===== src/hdl/assert_macros.svh =====
// ---------------------------------------------------------------------------
// Assertion macros
// Shared concurrent assertion forms, clocked on clock and disabled in reset.
// ---------------------------------------------------------------------------
`ifndef ASSERT_MACROS_SVH
`define ASSERT_MACROS_SVH

// The expression holds at every clock edge outside reset.
`define ASSERT_ALWAYS(label, expr, msg) \
   label: assert property (@(posedge clock) disable iff (reset) (expr)) else $error(msg);

// The consequent holds at every edge at which the antecedent holds.
`define ASSERT_IMPLY(label, ante, cons, msg) \
   label: assert property (@(posedge clock) disable iff (reset) (ante) |-> (cons)) \
      else $error(msg);

`endif


===== src/hdl/u2u16_pkg.sv =====
// ---------------------------------------------------------------------------
// UTF-16 stream decoder package
// Shared types, codes and small helper functions of the decoder.
// ---------------------------------------------------------------------------
`timescale 1ns / 1ps

package u2u16_pkg;

   localparam logic [1:0] FMT_UTF8  = 2'd0;
   localparam logic [1:0] FMT_UTF16 = 2'd1;
   localparam logic [1:0] FMT_UTF32 = 2'd2;

   localparam logic [1:0] CSR_TEXT_FORMAT = 2'd0;
   localparam logic [1:0] CSR_BIG_ENDIAN  = 2'd1;
   localparam logic [1:0] CSR_EXPECT_BOM  = 2'd2;

   localparam int QDEPTH = 4;
   localparam int QAW    = $clog2(QDEPTH);
   localparam logic [QAW:0] QCOUNT_FULL = (QAW + 1)'(QDEPTH);

   typedef enum logic [1:0] {
      KIND_UNIT    = 2'd0,
      KIND_OK      = 2'd1,
      KIND_INVALID = 2'd2,
      KIND_TRUNC   = 2'd3
   } kind_type;

   typedef enum logic [1:0] {
      ERR_NONE = 2'd0,
      ERR_BOM  = 2'd1,
      ERR_BODY = 2'd2
   } err_type;

   typedef struct packed {
      logic [15:0] unit;
      kind_type    kind;
   } rslt_type;

   typedef struct packed {
      logic [1:0]         count;
      rslt_type [2:0]     res;
   } entry_type;

   typedef struct packed {
      logic full;
      logic empty;
   } qstat_type;

   function automatic logic [7:0] bom_byte(input logic [1:0] fam, input logic be,
                                           input logic [1:0] idx);
      logic [7:0] r;
      r = 8'h00;
      if (fam == FMT_UTF16) begin
         if (be) r = idx[0] ? 8'hFF : 8'hFE;
         else    r = idx[0] ? 8'hFE : 8'hFF;
      end else if (fam == FMT_UTF32) begin
         unique case (idx)
            2'd0:    r = be ? 8'h00 : 8'hFF;
            2'd1:    r = be ? 8'h00 : 8'hFE;
            2'd2:    r = be ? 8'hFE : 8'h00;
            default: r = be ? 8'hFF : 8'h00;
         endcase
      end else begin
         unique case (idx)
            2'd0:    r = 8'hEF;
            2'd1:    r = 8'hBB;
            default: r = 8'hBF;
         endcase
      end
      return r;
   endfunction

   function automatic logic bad_value(input logic [31:0] cp);
      return (cp > 32'h0010_FFFF) || (cp >= 32'h0000_D800 && cp <= 32'h0000_DFFF);
   endfunction

   function automatic logic is_high_surr(input logic [15:0] u);
      return u[15:10] == 6'b110110;
   endfunction

   function automatic logic is_low_surr(input logic [15:0] u);
      return u[15:10] == 6'b110111;
   endfunction

endpackage


===== src/hdl/u2u16_front.sv =====
// ---------------------------------------------------------------------------
// Decoder front end
// Holds the registers and the stream state, decodes one byte per request and
// pushes the group of results that the request causes.
// ---------------------------------------------------------------------------
`timescale 1ns / 1ps

module u2u16_front (
   input  logic                  clock,
   input  logic                  reset,
   input  logic                  csr_valid,
   output logic                  csr_ready,
   input  logic [1:0]            csr_index,
   input  logic [1:0]            csr_wdata,
   input  logic                  req_tvalid,
   output logic                  req_tready,
   input  logic [7:0]            req_tdata,
   input  logic                  req_tuser,
   input  logic                  req_tlast,
   input  u2u16_pkg::qstat_type  q_stat,
   output logic                  push,
   output u2u16_pkg::entry_type  push_entry
);
   import u2u16_pkg::*;

   logic [1:0]  fmt_ff, fmt_in;
   logic        be_ff, be_in;
   logic        ebom_ff, ebom_in;

   logic [2:0]  bom_ff, bom_in;
   logic [1:0]  need_ff, need_in;
   logic [1:0]  seen_ff, seen_in;
   logic [20:0] acc_ff, acc_in;
   logic [1:0]  ocls_ff, ocls_in;
   logic        badc_ff, badc_in;
   logic [23:0] store_ff, store_in;
   logic [1:0]  phase_ff, phase_in;
   logic [15:0] held_ff, held_in;
   logic        hsw_ff, hsw_in;
   err_type     err_ff, err_in;

   logic        accept;
   logic [7:0]  b;
   logic [1:0]  fam;
   logic [2:0]  bom_len;
   logic        in_bom;
   logic [15:0] u0, u1;
   logic [1:0]  nu;
   logic        cp_req;
   logic [20:0] cp_val;
   logic [20:0] cp_off;
   logic [20:0] acc_v;
   logic        badc_v;
   logic [1:0]  seen_v;
   logic [20:0] min_v;
   logic [15:0] unit16;
   logic [31:0] cp32;
   kind_type    fin_kind;

   assign csr_ready  = 1'b1;
   assign req_tready = !q_stat.full;
   assign accept     = req_tvalid && req_tready;
   assign b          = req_tdata;

   always_comb begin
      fam     = (fmt_ff == FMT_UTF16 || fmt_ff == FMT_UTF32) ? fmt_ff : FMT_UTF8;
      bom_len = (fam == FMT_UTF8) ? 3'd3 : ((fam == FMT_UTF16) ? 3'd2 : 3'd4);
      in_bom  = ebom_ff && (bom_ff < bom_len);
   end

   always_comb begin
      fmt_in  = fmt_ff;
      be_in   = be_ff;
      ebom_in = ebom_ff;
      if (csr_valid) begin
         unique case (csr_index)
            CSR_TEXT_FORMAT: fmt_in  = csr_wdata;
            CSR_BIG_ENDIAN:  be_in   = csr_wdata[0];
            CSR_EXPECT_BOM:  ebom_in = csr_wdata[0];
            default: ;
         endcase
      end
   end

   always_comb begin
      bom_in   = bom_ff;
      need_in  = need_ff;
      seen_in  = seen_ff;
      acc_in   = acc_ff;
      ocls_in  = ocls_ff;
      badc_in  = badc_ff;
      store_in = store_ff;
      phase_in = phase_ff;
      held_in  = held_ff;
      hsw_in   = hsw_ff;
      err_in   = err_ff;
      u0       = 16'h0000;
      u1       = 16'h0000;
      nu       = 2'd0;
      cp_req   = 1'b0;
      cp_val   = 21'd0;
      cp_off   = 21'd0;
      acc_v    = acc_ff;
      badc_v   = badc_ff;
      seen_v   = seen_ff;
      min_v    = 21'h10000;
      unit16   = 16'h0000;
      cp32     = 32'd0;
      fin_kind = KIND_OK;
      push       = 1'b0;
      push_entry = '0;

      if (accept) begin
         if (req_tuser && err_ff != ERR_BOM) begin
            if (in_bom) begin
               if (b == bom_byte(fam, be_ff, bom_ff[1:0])) bom_in = bom_ff + 3'd1;
               else err_in = ERR_BOM;
            end else if (fam == FMT_UTF16) begin
               store_in = {store_ff[15:0], b};
               if (phase_ff == 2'd0) begin
                  phase_in = 2'd1;
               end else begin
                  unit16   = be_ff ? {store_ff[7:0], b} : {b, store_ff[7:0]};
                  phase_in = 2'd0;
                  if (err_ff == ERR_NONE) begin
                     if (hsw_ff) begin
                        hsw_in  = 1'b0;
                        held_in = 16'h0000;
                        if (is_low_surr(unit16)) begin
                           u0 = held_ff;
                           u1 = unit16;
                           nu = 2'd2;
                        end else begin
                           err_in = ERR_BODY;
                        end
                     end else if (is_high_surr(unit16)) begin
                        held_in = unit16;
                        hsw_in  = 1'b1;
                     end else if (is_low_surr(unit16)) begin
                        err_in = ERR_BODY;
                     end else begin
                        u0 = unit16;
                        nu = 2'd1;
                     end
                  end
               end
            end else if (fam == FMT_UTF32) begin
               if (phase_ff != 2'd3) begin
                  store_in = {store_ff[15:0], b};
                  phase_in = phase_ff + 2'd1;
               end else begin
                  cp32 = be_ff ? {store_ff[23:16], store_ff[15:8], store_ff[7:0], b}
                               : {b, store_ff[7:0], store_ff[15:8], store_ff[23:16]};
                  phase_in = 2'd0;
                  store_in = 24'd0;
                  if (err_ff == ERR_NONE) begin
                     if (bad_value(cp32)) begin
                        err_in = ERR_BODY;
                     end else begin
                        cp_req = 1'b1;
                        cp_val = cp32[20:0];
                     end
                  end
               end
            end else if (err_ff == ERR_NONE) begin
               if (need_ff == 2'd0) begin
                  if (!b[7]) begin
                     u0 = {8'h00, b};
                     nu = 2'd1;
                  end else if (b[7:5] == 3'b110) begin
                     acc_in  = {16'd0, b[4:0]};
                     need_in = 2'd1;
                     ocls_in = 2'd1;
                  end else if (b[7:4] == 4'b1110) begin
                     acc_in  = {17'd0, b[3:0]};
                     need_in = 2'd2;
                     ocls_in = 2'd2;
                  end else if (b[7:3] == 5'b11110) begin
                     acc_in  = {18'd0, b[2:0]};
                     need_in = 2'd3;
                     ocls_in = 2'd3;
                  end else begin
                     err_in = ERR_BODY;
                  end
                  seen_in = 2'd0;
                  badc_in = 1'b0;
               end else begin
                  if (b[7:6] != 2'b10) badc_v = 1'b1;
                  else acc_v = {acc_ff[14:0], b[5:0]};
                  seen_v = seen_ff + 2'd1;
                  if (seen_v >= need_ff) begin
                     min_v = (ocls_ff == 2'd1) ? 21'h80 :
                             ((ocls_ff == 2'd2) ? 21'h800 : 21'h10000);
                     if (badc_v || acc_v < min_v || bad_value({11'd0, acc_v})) begin
                        err_in = ERR_BODY;
                     end else begin
                        cp_req = 1'b1;
                        cp_val = acc_v;
                     end
                     need_in = 2'd0;
                     seen_in = 2'd0;
                     acc_in  = 21'd0;
                     ocls_in = 2'd0;
                     badc_in = 1'b0;
                  end else begin
                     seen_in = seen_v;
                     acc_in  = acc_v;
                     badc_in = badc_v;
                  end
               end
            end
         end

         if (cp_req) begin
            if (cp_val[20:16] == 5'd0) begin
               u0 = cp_val[15:0];
               nu = 2'd1;
            end else begin
               cp_off = cp_val - 21'h10000;
               u0 = {6'b110110, cp_off[19:10]};
               u1 = {6'b110111, cp_off[9:0]};
               nu = 2'd2;
            end
         end

         priority if (err_in == ERR_BOM || (ebom_ff && bom_in < bom_len))
            fin_kind = KIND_INVALID;
         else if (fam != FMT_UTF8 && phase_in != 2'd0)
            fin_kind = KIND_TRUNC;
         else if (err_in != ERR_NONE)
            fin_kind = KIND_INVALID;
         else if (fam == FMT_UTF8 && need_in != 2'd0)
            fin_kind = KIND_TRUNC;
         else if (fam == FMT_UTF16 && hsw_in)
            fin_kind = KIND_TRUNC;
         else
            fin_kind = KIND_OK;

         push_entry.res[0].unit = u0;
         push_entry.res[0].kind = KIND_UNIT;
         push_entry.res[1].unit = u1;
         push_entry.res[1].kind = KIND_UNIT;
         push_entry.count       = nu;
         if (req_tlast) begin
            push_entry.res[nu].unit = 16'h0000;
            push_entry.res[nu].kind = fin_kind;
            push_entry.count        = nu + 2'd1;
            bom_in   = 3'd0;
            need_in  = 2'd0;
            seen_in  = 2'd0;
            acc_in   = 21'd0;
            ocls_in  = 2'd0;
            badc_in  = 1'b0;
            store_in = 24'd0;
            phase_in = 2'd0;
            held_in  = 16'h0000;
            hsw_in   = 1'b0;
            err_in   = ERR_NONE;
         end
         push = (push_entry.count != 2'd0);
      end
   end

   always_ff @(posedge clock) begin
      if (reset) begin
         fmt_ff   <= FMT_UTF8;
         be_ff    <= 1'b0;
         ebom_ff  <= 1'b0;
         bom_ff   <= 3'd0;
         need_ff  <= 2'd0;
         seen_ff  <= 2'd0;
         acc_ff   <= 21'd0;
         ocls_ff  <= 2'd0;
         badc_ff  <= 1'b0;
         store_ff <= 24'd0;
         phase_ff <= 2'd0;
         held_ff  <= 16'h0000;
         hsw_ff   <= 1'b0;
         err_ff   <= ERR_NONE;
      end else begin
         fmt_ff   <= fmt_in;
         be_ff    <= be_in;
         ebom_ff  <= ebom_in;
         bom_ff   <= bom_in;
         need_ff  <= need_in;
         seen_ff  <= seen_in;
         acc_ff   <= acc_in;
         ocls_ff  <= ocls_in;
         badc_ff  <= badc_in;
         store_ff <= store_in;
         phase_ff <= phase_in;
         held_ff  <= held_in;
         hsw_ff   <= hsw_in;
         err_ff   <= err_in;
      end
   end

endmodule


===== src/hdl/u2u16_queue.sv =====
// ---------------------------------------------------------------------------
// Result group queue
// Short FIFO of result groups between the decoder front end and the output
// serializer.
// ---------------------------------------------------------------------------
`timescale 1ns / 1ps
`include "assert_macros.svh"

module u2u16_queue (
   input  logic                  clock,
   input  logic                  reset,
   input  logic                  push,
   input  u2u16_pkg::entry_type  push_entry,
   input  logic                  pop,
   output u2u16_pkg::entry_type  head,
   output u2u16_pkg::qstat_type  stat
);
   import u2u16_pkg::*;

   entry_type        mem_ff [QDEPTH];
   logic [QAW-1:0]   wr_ptr_ff, wr_ptr_in;
   logic [QAW-1:0]   rd_ptr_ff, rd_ptr_in;
   logic [QAW:0]     count_ff, count_in;

   assign head       = mem_ff[rd_ptr_ff];
   assign stat.full  = (count_ff == QCOUNT_FULL);
   assign stat.empty = (count_ff == '0);

   always_comb begin
      wr_ptr_in = push ? wr_ptr_ff + QAW'(1) : wr_ptr_ff;
      rd_ptr_in = pop  ? rd_ptr_ff + QAW'(1) : rd_ptr_ff;
      unique case ({push, pop})
         2'b10:   count_in = count_ff + (QAW + 1)'(1);
         2'b01:   count_in = count_ff - (QAW + 1)'(1);
         default: count_in = count_ff;
      endcase
   end

   always_ff @(posedge clock) begin
      if (push) begin
         mem_ff[wr_ptr_ff] <= push_entry;
      end
   end

   always_ff @(posedge clock) begin
      if (reset) begin
         wr_ptr_ff <= '0;
         rd_ptr_ff <= '0;
         count_ff  <= '0;
      end else begin
         wr_ptr_ff <= wr_ptr_in;
         rd_ptr_ff <= rd_ptr_in;
         count_ff  <= count_in;
      end
   end

   `ASSERT_IMPLY(a_q_no_overflow, push, !stat.full, "Queue pushed while full.")
   `ASSERT_IMPLY(a_q_no_underflow, pop, !stat.empty, "Queue popped while empty.")
   `ASSERT_ALWAYS(a_q_bound, count_ff <= QCOUNT_FULL, "Queue count beyond depth.")

endmodule


===== src/hdl/u2u16_back.sv =====
// ---------------------------------------------------------------------------
// Output serializer
// Takes result groups from the queue and presents them one result at a time
// through a registered output stage.
// ---------------------------------------------------------------------------
`timescale 1ns / 1ps
`include "assert_macros.svh"

module u2u16_back (
   input  logic                  clock,
   input  logic                  reset,
   input  u2u16_pkg::entry_type  head,
   input  u2u16_pkg::qstat_type  stat,
   output logic                  pop,
   output logic                  rsp_tvalid,
   input  logic                  rsp_tready,
   output logic [15:0]           rsp_tdata,
   output logic [1:0]            rsp_tuser,
   output logic                  rsp_tlast
);
   import u2u16_pkg::*;

   logic [1:0]  idx_ff, idx_in;
   logic        vld_ff, vld_in;
   logic [15:0] unit_ff, unit_in;
   kind_type    kind_ff, kind_in;
   logic        last_ff, last_in;
   logic        load;
   logic        is_last;

   assign load    = !stat.empty && (!vld_ff || rsp_tready);
   assign is_last = (idx_ff == head.count - 2'd1);
   assign pop     = load && is_last;

   always_comb begin
      idx_in  = idx_ff;
      vld_in  = vld_ff;
      unit_in = unit_ff;
      kind_in = kind_ff;
      last_in = last_ff;
      if (load) begin
         vld_in  = 1'b1;
         unit_in = head.res[idx_ff].unit;
         kind_in = head.res[idx_ff].kind;
         last_in = is_last;
         idx_in  = is_last ? 2'd0 : idx_ff + 2'd1;
      end else if (rsp_tready) begin
         vld_in = 1'b0;
      end
   end

   always_ff @(posedge clock) begin
      unit_ff <= unit_in;
      kind_ff <= kind_in;
      last_ff <= last_in;
   end

   always_ff @(posedge clock) begin
      if (reset) begin
         idx_ff <= 2'd0;
         vld_ff <= 1'b0;
      end else begin
         idx_ff <= idx_in;
         vld_ff <= vld_in;
      end
   end

   assign rsp_tvalid = vld_ff;
   assign rsp_tdata  = unit_ff;
   assign rsp_tuser  = kind_ff;
   assign rsp_tlast  = last_ff;

   `ASSERT_IMPLY(a_status_ends_run, rsp_tvalid && rsp_tuser != KIND_UNIT,
                 rsp_tlast && rsp_tdata == 16'h0000, "Status result not last or not zero.")
   `ASSERT_IMPLY(a_idx_has_group, idx_ff != 2'd0, !stat.empty,
                 "Partly sent group missing from queue.")

endmodule


===== src/hdl/unicode_to_utf16_stream_decoder.sv =====
// ---------------------------------------------------------------------------
// UTF-8 / UTF-16 / UTF-32 to UTF-16 stream decoder
// Validating decoder that turns a byte stream into UTF-16 code units and ends
// each stream with a status result.
//
// Channel   Direction  Handshake                Payload
// req       in         req_tvalid / req_tready  tdata byte, tuser byte flag, tlast end
// rsp       out        rsp_tvalid / rsp_tready  tdata code unit, tuser kind, tlast last
// csr       in         csr_valid / csr_ready    csr_index, csr_wdata
//
// A request is decoded in the cycle it is accepted; one request per cycle is
// taken while the four-group result queue has room.
// Each request yields zero to three results, sent one per cycle while rsp_tready is
// high from a registered output stage, so sustained rate is one result per cycle.
// Output stalls fill the queue and then hold req_tready low.
// Reset is synchronous and clears registers and stream state; csr_ready is
// always high.
// ---------------------------------------------------------------------------
`timescale 1ns / 1ps

module unicode_to_utf16_stream_decoder (
   input  logic        clock,
   input  logic        reset,
   input  logic        csr_valid,
   output logic        csr_ready,
   input  logic [1:0]  csr_index,
   input  logic [1:0]  csr_wdata,
   input  logic        req_tvalid,
   output logic        req_tready,
   input  logic [7:0]  req_tdata,   // [7:0] in_byte
   input  logic        req_tuser,   // [0] byte_present
   input  logic        req_tlast,
   output logic        rsp_tvalid,
   input  logic        rsp_tready,
   output logic [15:0] rsp_tdata,   // [15:0] code_unit
   output logic [1:0]  rsp_tuser,   // [1:0] kind
   output logic        rsp_tlast
);
   import u2u16_pkg::*;

   qstat_type q_stat;
   entry_type push_entry;
   entry_type head;
   logic      push;
   logic      pop;

   u2u16_front u_front (
      .clock      (clock),
      .reset      (reset),
      .csr_valid  (csr_valid),
      .csr_ready  (csr_ready),
      .csr_index  (csr_index),
      .csr_wdata  (csr_wdata),
      .req_tvalid (req_tvalid),
      .req_tready (req_tready),
      .req_tdata  (req_tdata),
      .req_tuser  (req_tuser),
      .req_tlast  (req_tlast),
      .q_stat     (q_stat),
      .push       (push),
      .push_entry (push_entry)
   );

   u2u16_queue u_queue (
      .clock      (clock),
      .reset      (reset),
      .push       (push),
      .push_entry (push_entry),
      .pop        (pop),
      .head       (head),
      .stat       (q_stat)
   );

   u2u16_back u_back (
      .clock      (clock),
      .reset      (reset),
      .head       (head),
      .stat       (q_stat),
      .pop        (pop),
      .rsp_tvalid (rsp_tvalid),
      .rsp_tready (rsp_tready),
      .rsp_tdata  (rsp_tdata),
      .rsp_tuser  (rsp_tuser),
      .rsp_tlast  (rsp_tlast)
   );

endmodule

===== config.mk =====
export PLATFORM = sky130hd
export DESIGN_NAME = unicode_to_utf16_stream_decoder
export DESIGN_NICKNAME = d
export VERILOG_FILES = /design/src/hdl/u2u16_pkg.sv /design/src/hdl/u2u16_front.sv /design/src/hdl/u2u16_queue.sv /design/src/hdl/u2u16_back.sv /design/src/hdl/unicode_to_utf16_stream_decoder.sv
export VERILOG_INCLUDE_DIRS = /design/src /design/src/hdl
export SDC_FILE = /design/constraint.sdc
export NUM_CORES = 1
export LEC_CHECK = 0
export BUFFER_PORTS_ARGS = -buffer_cell sky130_fd_sc_hd__buf_2
export CAP_MARGIN = 20
export CORE_AREA = 2 2 200 202
export DETAILED_ROUTE_END_ITERATION = 8
export DIE_AREA = 0 0 202 204
export PLACE_DENSITY_LB_ADDON = 0.1
export SYNTH_ARGS = -nofsm -noshare
export SYNTH_HDL_FRONTEND = slang
export SYNTH_SLANG_ARGS = --single-unit

===== constraint.sdc =====
create_clock -name clock -period 7.2 [get_ports clock]
set_input_delay 1.08 -clock clock [delete_from_list [all_inputs] [get_ports clock]]
set_output_delay 1.08 -clock clock [all_outputs]
set_load 0.05 [all_outputs]

==> impl_metrics.tcl <==
set metrics [dict create \
    overflow 0 \
    cp_common_cell "ha_1" \
    portBuffers 39 \
    tns_ps 0 \
    grt_max_degree 93 \
    maxCapViolations 0 \
    async_flop_share 0 \
    worst_pin_slew_ps 1060 \
    cts_buffer_depth 3 \
    critPathKind "reg -> reg" \
    finalSetupViolations 0 \
    dieArea_um2 41200 \
    synth_area_um2 13500 \
    finalMaxSlewViolations 0 \
    grt_busiest_layer "met2" \
    cts_resized 0 \
    min_path_cells 2 \
    use_met2 0.315 \
    clockRootBuffer "clkbuf_16" \
    grt_use_met3 0.0247 \
    yosys_warnings 0 \
    max_clock_freq_ghz 0.165 \
    grt_pass1_wl_mm 59.7 \
    synth_seq_cells 271 \
    leakagePower_nw 5.24 \
    place_congestion 0.902 \
    worstHoldStart "u_front.held_ff[2]" \
    r2r_start "u_front.fmt_ff[0]" \
    numCtsBuffers 30 \
    vias 9727 \
    grt_antenna_before_repair 0 \
    synth_cells 1224 \
    crit_slowest_cell "o2111ai_1" \
    rows 73 \
    period_minus_slack_ps 6070 \
    cts_tree "done" \
    drive_gt1_frac 0.160 \
    synthFlopType "edfxtp_1" \
    wire_per_inst_um 21.3 \
    worst_r2r_path_depth 25 \
    die_w_um 202 \
    grt_use_total 0.187 \
    ys_types 85 \
    ant_nets 0 \
    fin_util 0.392 \
    critical_path.max_fanout 17 \
    cellPowerDensity_nw_per_um2 272 \
    cpPeakStageDelay_ps 760 \
    route.detailed.drc 0 \
    grt_pass1_vias 9785 \
    required_ps 7700 \
    finClkSkew_ps 28.8 \
    postCtsHoldBufs 0 \
    synth_area_per_cell_um2 11.1 \
    htree_levels 1 \
    grtUsageMet1 0.250 \
    area_growth_pct 13.4 \
    fin_crit_sh 0.844 \
    cts_sinks 271 \
    path_delay_family "compound AO/OA/AOI/OAI gates" \
    arrival_ps 6580 \
    dieHeight_um 204 \
    vias_per_cell 5.40 \
    fin_nets 1299 \
    endpoint_kind "flop" \
    maxSlewHeadroom 0.291 \
    cp-startpoint "u_front.fmt_ff[0]" \
    ioPinCount 41 \
    fp.coreArea_um2 39200 \
    seq_area_frac_synth 0.533 \
    dpl.hpwl_mm 26.3 \
    outcome "completed" \
    final_hold_viol_count 0 \
    clk_latency_ps 590 \
    peakVddDrop_mv 0.194 \
    drt_iter0_markers 740 \
    synth_edf_count 179 \
    path_buf_inv 5 \
    clk_pin_slew_ps 60 \
    initial_utilization 0.345 \
    antennaDiodeCount 0 \
    cp_num_cells 25 \
    firstDrtPassIters 5 \
    postCtsSetupBuffers 0 \
    start_kind "flop" \
    rsz0062_at_grt "no" \
    hold_path.class "reg -> reg" \
    wl_mm 38.4 \
]
cells by family (layout without fill, tap and decap cells):
kind of cell	after synthesis	in the layout	share of synthesized area
DFF	271	271	0.533
AOI/OAI and AO/OA	270	270	0.138
xor gates and xnor gates	13	13	0.00842
muxes	93	93	0.108
other	2	5	0.000555
buffers and inverters	115	163	0.0335
adders and majority gates	28	28	0.0265
and+or+nand+nor	432	432	0.151
per-stage QoR:
| step | area (um^2) | hold WS [ps] | setup WS, ps | cells | total power, W |
|---|---|---|---|---|---|
| 2_1_floorplan | 13500 | 431 | 1030 | 1227 | 0.00247 |
| 3_3_place_gp | 14300 | 439 | 826 | 1745 | 0.00268 |
| 3_5_place_dp | 14300 | 448 | 713 | 1745 | 0.00268 |
| 4_1_cts | 15300 | 456 | 1180 | 1800 | 0.00424 |
| 5_1_grt | 15300 | 473 | 755 | 1800 | 0.00436 |
| 6_report | 15300 | 457 | 1130 | 1800 | 0.00417 |
state kept, by name (all words and copies together) (netlist names), 2 cells and up, named ones only:
| name | flops |
|---|---|
| u_back.idx_ff | 2 |
| u_back.rsp_tdata | 16 |
| u_back.rsp_tuser | 2 |
| u_front.acc_ff | 21 |
| u_front.bom_ff | 3 |
| u_front.err_ff | 2 |
| u_front.fmt_ff | 2 |
| u_front.held_ff | 16 |
| u_front.need_ff | 2 |
| u_front.ocls_ff | 2 |
| u_front.phase_ff | 2 |
| u_front.seen_ff | 2 |
| u_front.store_ff | 24 |
| u_queue.count_ff | 3 |
| u_queue.mem_ff | 160 |
| u_queue.rd_ptr_ff | 2 |
| u_queue.wr_ptr_ff | 2 |
final timing paths:
| check | to | slack [ps] |
|---|---|---|
| setup reg to reg | u_queue.count_ff[2] | 1130 |
| hold / removal | u_front.held_ff[2] | 460 |
| setup / recovery | u_queue.count_ff[2] | 1130 |
| hold reg to reg | u_front.held_ff[2] | 460 |
tightest hold or removal path: cells and delay by family, from the launching register on:
kind | cells | cell delay (ps)
flops | 1 | 310
compound gates | 1 | 50
simple gates | 1 | 50
placed cells by master, fill, tap and decap left out, types with 7 or more instances in the layout:
cell type	synthesis	final
buf_2	8	39
buf_4	1	32
clkbuf_16	0	31
mux2_2	9	9
nor2_1	161	161
inv_1	36	36
nand2_1	112	112
clkinv_2	0	10
nand4_1	11	11
ha_1	27	27
edfxtp_1	179	179
dfxtp_1	92	89
mux2i_1	41	41
xnor2_1	7	7
a211oi_1	13	13
a31oi_1	15	15
a21oi_1	74	74
a22oi_1	60	60
nand3_1	28	28
mux4_2	40	40
nor4_1	8	7
nor3_1	27	27
o21ai_0	37	37
nor2b_1	12	12
nand2b_1	12	12
o31ai_1	8	8
routing by layer:
metal | vias up | share of wire
met3 | 73 | 0.042
li1 | 4637 | -
met2 | 232 | 0.48
met5 | - | 0
met4 | 0 | 0.032
met1 | 4785 | 0.45
layout make-up:
class,instances,area (um^2)
fillers,3801,23800
flip-flops and latches,271,7220
multi-input cells,841,5880
clock buffers,35,795
well taps,525,657
repair buffers,72,455
clock inverters,20,201
inverters,36,135
cell usage after synthesis (all sizes together) (28+ instances only):
master  count  area, um^2
o21ai      42         221
a22oi      60         450
nor2      162         611
nand2     112         420
nor3       29         161
mux4       40         901
inv        36         135
a21oi      74         370
edfxtp    179        5380
dfxtp      92        1840
mux2i      41         410
nand3      28         140
clkbuf     56         210
power breakdown:
| group | internal [W] | total [W] | leakage [nW] | switching [W] |
|---|---|---|---|---|
| sequential | 0.00179 | 0.00184 | 2.38 | 0.0000426 |
| clock | 0.000898 | 0.00154 | 0.494 | 0.000647 |
| combinational | 0.000245 | 0.000793 | 2.37 | 0.000548 |
| total | 0.00294 | 0.00417 | 5.24 | 0.00124 |
(Power assumes the default switching activity.)
